File: src/hw/rtl/lifee_pkg.sv
// shared types and constants for the leaky integrate-and-fire layer
package lifee_pkg;

    localparam int CUR_W  = 16;
    localparam int CH_W   = 8;
    localparam int MEM_W  = 24;
    localparam int THR_W  = 15;
    localparam int LEAK_W = 16;
    localparam int CNT_W  = 9;
    localparam int DIST_W = 15;
    localparam int CFG_W  = 16;
    localparam int IDX_W  = 2;

    localparam logic [CNT_W-1:0]  CNT_MAX  = '1;
    localparam logic [DIST_W-1:0] DIST_MAX = '1;

    localparam logic [THR_W-1:0]  FIRE_THR_RST = THR_W'(128);
    localparam logic [LEAK_W-1:0] LEAK_RST     = LEAK_W'(49152);
    localparam logic [THR_W-1:0]  EXIT_THR_RST = '0;

    typedef enum logic [IDX_W-1:0] {
        REG_FIRE_THR = 2'd0,
        REG_LEAK     = 2'd1,
        REG_EXIT_THR = 2'd2
    } cfg_reg_t;

    typedef struct packed {
        logic signed [MEM_W-1:0] mem;
        logic                    spike;
    } upd_t;

endpackage

File: src/hw/rtl/lifee_update.sv
// membrane decay, integration, saturation and soft-reset firing
module lifee_update (
    input  logic signed [lifee_pkg::MEM_W-1:0]  mem_old,
    input  logic signed [lifee_pkg::CUR_W-1:0]  current,
    input  logic        [lifee_pkg::LEAK_W-1:0] leak_factor,
    input  logic        [lifee_pkg::THR_W-1:0]  fire_threshold,
    output lifee_pkg::upd_t                     upd
);
    import lifee_pkg::*;

    localparam int PROD_W  = MEM_W + LEAK_W + 1;
    localparam int DECAY_W = PROD_W - 16;
    localparam int SUM_W   = DECAY_W + 1;

    logic signed [PROD_W-1:0]  prod;
    logic signed [DECAY_W-1:0] decayed;
    logic signed [SUM_W-1:0]   sum;
    logic signed [MEM_W-1:0]   sat;
    logic signed [MEM_W-1:0]   thr_ext;
    logic signed [SUM_W-1:0]   mem_max;
    logic signed [SUM_W-1:0]   mem_min;

    always_comb begin
        mem_max = SUM_W'({1'b0, {(MEM_W-1){1'b1}}});
        mem_min = -SUM_W'({1'b1, {(MEM_W-1){1'b0}}});
        prod    = PROD_W'(mem_old) * $signed({1'b0, leak_factor});
        // arithmetic shift gives floor
        decayed = DECAY_W'(prod >>> 16);
        sum     = SUM_W'(decayed) + SUM_W'(current);
        if (sum > mem_max) begin
            sat = mem_max[MEM_W-1:0];
        end else if (sum < mem_min) begin
            sat = mem_min[MEM_W-1:0];
        end else begin
            sat = sum[MEM_W-1:0];
        end
        thr_ext = $signed({{(MEM_W-THR_W){1'b0}}, fire_threshold});
        if (sat > thr_ext) begin
            upd.mem   = sat - thr_ext;
            upd.spike = 1'b1;
        end else begin
            upd.mem   = sat;
            upd.spike = 1'b0;
        end
    end

endmodule

File: config.mk
export PLATFORM = sky130hd
export DESIGN_NAME = lifee_update
export DESIGN_NICKNAME = d
export VERILOG_FILES = /design/src/hw/rtl/lifee_pkg.sv /design/src/hw/rtl/lifee_update.sv
export SDC_FILE = /design/constraint.sdc
export NUM_CORES = 1
export LEC_CHECK = 0
export ABC_AREA = 0
export ABC_CLOCK_PERIOD_IN_PS = 14300
export BUFFER_PORTS_ARGS = -buffer_cell sky130_fd_sc_hd__buf_2
export CAP_MARGIN = 20
export CORE_MARGIN = 2
export CORE_UTILIZATION = 55
export DETAILED_ROUTE_END_ITERATION = 10
export GPL_TIMING_DRIVEN = 0
export PLACE_DENSITY_LB_ADDON = 0.2
export SYNTH_ARGS = -nofsm -noshare
export SYNTH_HDL_FRONTEND = slang
export SYNTH_SLANG_ARGS = --single-unit
File: constraint.sdc
create_clock -name vclk -period 14.3
set_clock_uncertainty 0.05 [all_clocks]
set_input_delay 1.43 -clock vclk [all_inputs]
set_output_delay 1.43 -clock vclk [all_outputs]
set_load 0.005 [all_outputs]
Word level (Yosys, flattened, before mapping)
Index checks and enable logic that the tools add are counted.
{"block": "classes", "n_addsub": 2, "n_mul": 1, "n_lt_le_gt_ge": 3, "n_mux": 3}
{"op": "two-way mux 24 bit", "count": 2}
{"op": "multiplier 24 x 17 -> 41 bit", "count": 1}
{"op": "adder 25 x 16 -> 26 bit", "count": 1}
{"op": "> comparator 26 x 24 -> 1 bit (second input constant)", "count": 1}
{"op": "< comparator 26 x 24 -> 1 bit (second input constant)", "count": 1}
{"op": "two-way mux 25 bit", "count": 1}
{"op": "> comparator 24 x 16 -> 1 bit", "count": 1}
{"op": "subtractor 24 x 16 -> 24 bit", "count": 1}
{"block": "word_totals", "ff_bits": 0, "input_bits": 71, "output_inout_bits": 25, "elab_cells": 9}

Depth between registers and ports, before layout
{"block": "logic_depth", "word_depth": 7, "depth_mapped": 46, "depth_no_buf": 42}

Worst setup path after synthesis
No wires, ideal clock.
{"block": "synth_timing", "path_type": "input port to output port", "from": "input leak_factor[2] (netlist bit)", "to": "output upd[23] (netlist bit)", "arrival_ns": 11.475, "required_ns": 12.820, "setup_slack_ns": 1.345, "path_stages": 42, "n_path_buf": 4, "cell_sequence": "clkbuf_1 nand2_1 fa_1 fa_1 fa_1 inv_1 fa_1 fa_1 inv_1 fa_1 inv_1 ha_1 a2111oi_0 o221ai_1 a41oi_1 a211oi_2 a32oi_1 a21boi_0 (+6 left out) o21ai_0 a221oi_2 a2111oi_0 nand3b_1 a211oi_1 clkbuf_1 o21ai_0 ha_1 nor2b_1 o31a_1 o22ai_1 a2bb2oi_1 o31ai_1 nand3_1 o31a_1 buf_6 a311o_1 nand2_1"}
{"element": "from (decl)", "line_no": "lifee_update.sv:5", "source": "input logic [lifee_pkg::LEAK_W-1:0] leak_factor,"}
{"element": "to (decl)", "line_no": "lifee_update.sv:7", "source": "output lifee_pkg::upd_t upd"}

==> parameters.txt <==
Parameter                              Value

Run status
  Result of the run ... finished clean

Placement
  Cell area after placement ... 17400 sq um
  Final Wtd Congestion ... ~0.9
  Input/output buffers ... between 90 and 100
  Placement Setup Slack ... -1.31 ns
  HPWL reported at the end of detailed placement ... 37.8 mm

Die
  Initial Util ... a little under three fifths
  Number of ports placed on the die boundary ... 96
  Num rows ... 63
  Total die area ... between 30000 and 40000 sq um
  Placeable core region ... 29500 sq um
  Die Height ... 177 um
  X dimension of the die ... about 180 um

Logic synthesis
  Mapped Avg Cell Area ... 8.49 sq um
  Post-synthesis cell count ... between 1500 and 2000
  Share of synthesized cell area in and, or, nand and nor gates ... 17.0%
  Cell types with the largest area share after synthesis ... fa_1 46%, inv_1 11%, ha_1 11%
  Post-synthesis sequential area ratio ... 0%
  Number of distinct library cell variants in the gate-level netlist after synthesis ... 73
  Post-synthesis share of cell area spent on xor and xnor gates ... a little under 3%
  Count of synthesis-stage warnings from yosys ... 0
  Net count of the mapped netlist ... between 2000 and 3000
  Fraction of the mapped netlist area in adder cells ... roughly 57%
  Dominant cell type by area after synthesis ... fa_1
  Post-synth top area share ... a little under half
  Cell area after synthesis ... 16400 sq um
  Largest family of logic cells by synthesized area ... adder cells
  Compound-Gate Fraction of Synth Area ... 9.54%
  Post-synthesis mux area share ... under 10%

Detailed routing
  Drt total wl ... between 40 and 50 mm
  Antenna viol nets, final ... 0
  DRC violation total after the first TritonRoute iteration ... 865
  Number of search-and-repair iterations in the first detailed-routing pass ... 7
  Routed length per instance ... roughly 18 um
  Average vias per placed instance ... between 5 and 6
  # DRC ... 0
  Total number of vias ... 13500

Cells and area
  Most frequent standard cell in the layout excluding fill and tap cells ... inv_1
  Antenna cells ... 0
  Commonest cells after routing, fill and taps aside ... 471 x inv_1, 376 x fa_1, 265 x nand2_1
  Area taken by flip-flops and latches ... 0 sq um
  Design Area, Final ... approximately 18000 sq um
  Fraction of final layout cells with drive strength greater than 1 ... about an eighth
  Sequential cell count ... 0
  Area added between synthesis and finish ... 10.2%
  Layout clock buffers ... 0
  Final layout net count ... ~2600
  Final core utilization ... 61.2%

Worst setup path
  Endpoint type of the worst setup path ... output pin
  Critical Path Stages ... 44
  Cell with the biggest individual delay on the critical path ... fa_1
  Family with the most delay on the worst path ... compound AO/OA/AOI/OAI gates
  Endpoint required time on the critical path ... 12.82 ns
  Data arrival time of the critical path ... ~12 ns
  Count of buffering cells on the critical path with inverters included ... 9
  Maximum single-stage delay on the critical path ... ~0.58 ns
  Cell type with the highest occurrence count on the critical path ... fa_1
  Type of element launching the critical path ... input port
  Crit-path max FO ... 10
  Category of the most critical setup path ... input port to output pin

Timing
  Fin Hold WS ... around 3.2 ns
  Timing-limited maximum frequency ... 0.0716 GHz
  Slew at the pin closest to its max-slew limit ... about 0.77 ns
  Max-slew violations ... 0
  Normalized max-slew margin ... between 40 and 50%
  Hold Fails Final Rpt ... 0
  Clock period minus worst slack ... 13.96 ns
  Post-layout worst setup margin ... about 0.34 ns
  Post-route fraction of the period consumed by the critical path ... between 90 and 100%
  Final setup vio count ... 0

Global routing
  Remaining Overflow, GRT ... 0
  Number of antenna violations at the first check in global routing ... 0
  Wire length of the first global-routing pass ... between 70 and 80 mm
  Met3 capacity usage during global routing ... 3.08%
  Via count of the first global-routing pass ... approximately 14000
  Met2 track demand over resource ... roughly 50%
  Met1 Usage GRT ... about two fifths
  Total global routing track utilization ... between 20 and 30%
  Pin count of the biggest net entering global routing ... 16
  GR peak layer ... met2

Run
  Number of maximum-capacitance violations ... 0

Min path
  Hold Path Class ... input port to output pin
  Hold path cells ... 4

CTS
  Post-CTS Hold Buffers ... 0
## final cells by class
cell class	count	area, sq um
timing repair buffer	119	657
fill	2649	11400
buffer	67	458
tap	390	488
multi-input combinational	1387	14700
inverter	471	1770
## metrics by stage
| step | TNS [ns] | instances |
|---|---|---|
| finish | 0 | 2434 |
| global route | -0.780 | 2434 |
| CTS | 0 | 2419 |
| detailed placement | -29.56 | 2416 |
| global placement | -42.43 | 2415 |
| floorplan | 0 | 1929 |
## final timing paths
check,start,to
worst max-delay path,leak_factor[3],upd[23]
worst min-delay path,fire_threshold[0],upd[1]
## routing by layer
metal	vias up	part of all wire, %
met5	-	0
met4	0	3.2
met3	85	6.8
met2	462	50
met1	6793	40
li1	6122	-
## synth_stat cells, types with 3 or more instances
cell       instances
nand2_1          268
ha_1             141
o21bai_1           8
and3_1            14
a31oi_1            6
buf_2              8
nor2b_1            7
o31a_1             3
a211oi_2           3
a211oi_1          11
xnor2_1           39
nor2_1            40
a21o_1            20
nand3_1           22
mux2i_1            3
nor3_1            17
a21oi_1           58
nand4_1           12
and2_1           157
o22ai_1            3
o21ai_0           38
fa_1             377
nor3b_1            3
a2111oi_0          3
o31ai_1            8
mux2_2            13
xor2_1            16
nor4_1             3
or3_1              4
and4_1             6
clkbuf_1          59
nand2b_1           9
o21ai_1            7
a21oi_2            4
o21a_1             8
o211ai_1           8
inv_1            471
a211o_1            4
## kinds of logic (layout without fill, tap and decap cells)
| kind of cell | after synthesis | count (layout) |
|---|---|---|
| AO/OA/AOI/OAI | 227 | 227 |
| XOR/XNOR | 55 | 55 |
| adder cells (fa/ha/maj) | 518 | 518 |
| buffers and inverters | 542 | 657 |
| multiplexers | 16 | 16 |
| AND/OR/NAND/NOR | 571 | 571 |
## repair_timing
| item | in CTS | in global routing |
|---|---|---|
| gates cloned | 0 | 2 |
| buffers inserted | 5 | 15 |
| pin swaps | 6 | 31 |
| resized for setup | 65 | 138 |
| endpoints found under the setup margin | 25 | 25 |
Power is left out: the tool's default activity adds up to more than one toggle a clock period on the data nets, which glitch-free logic cannot reach.
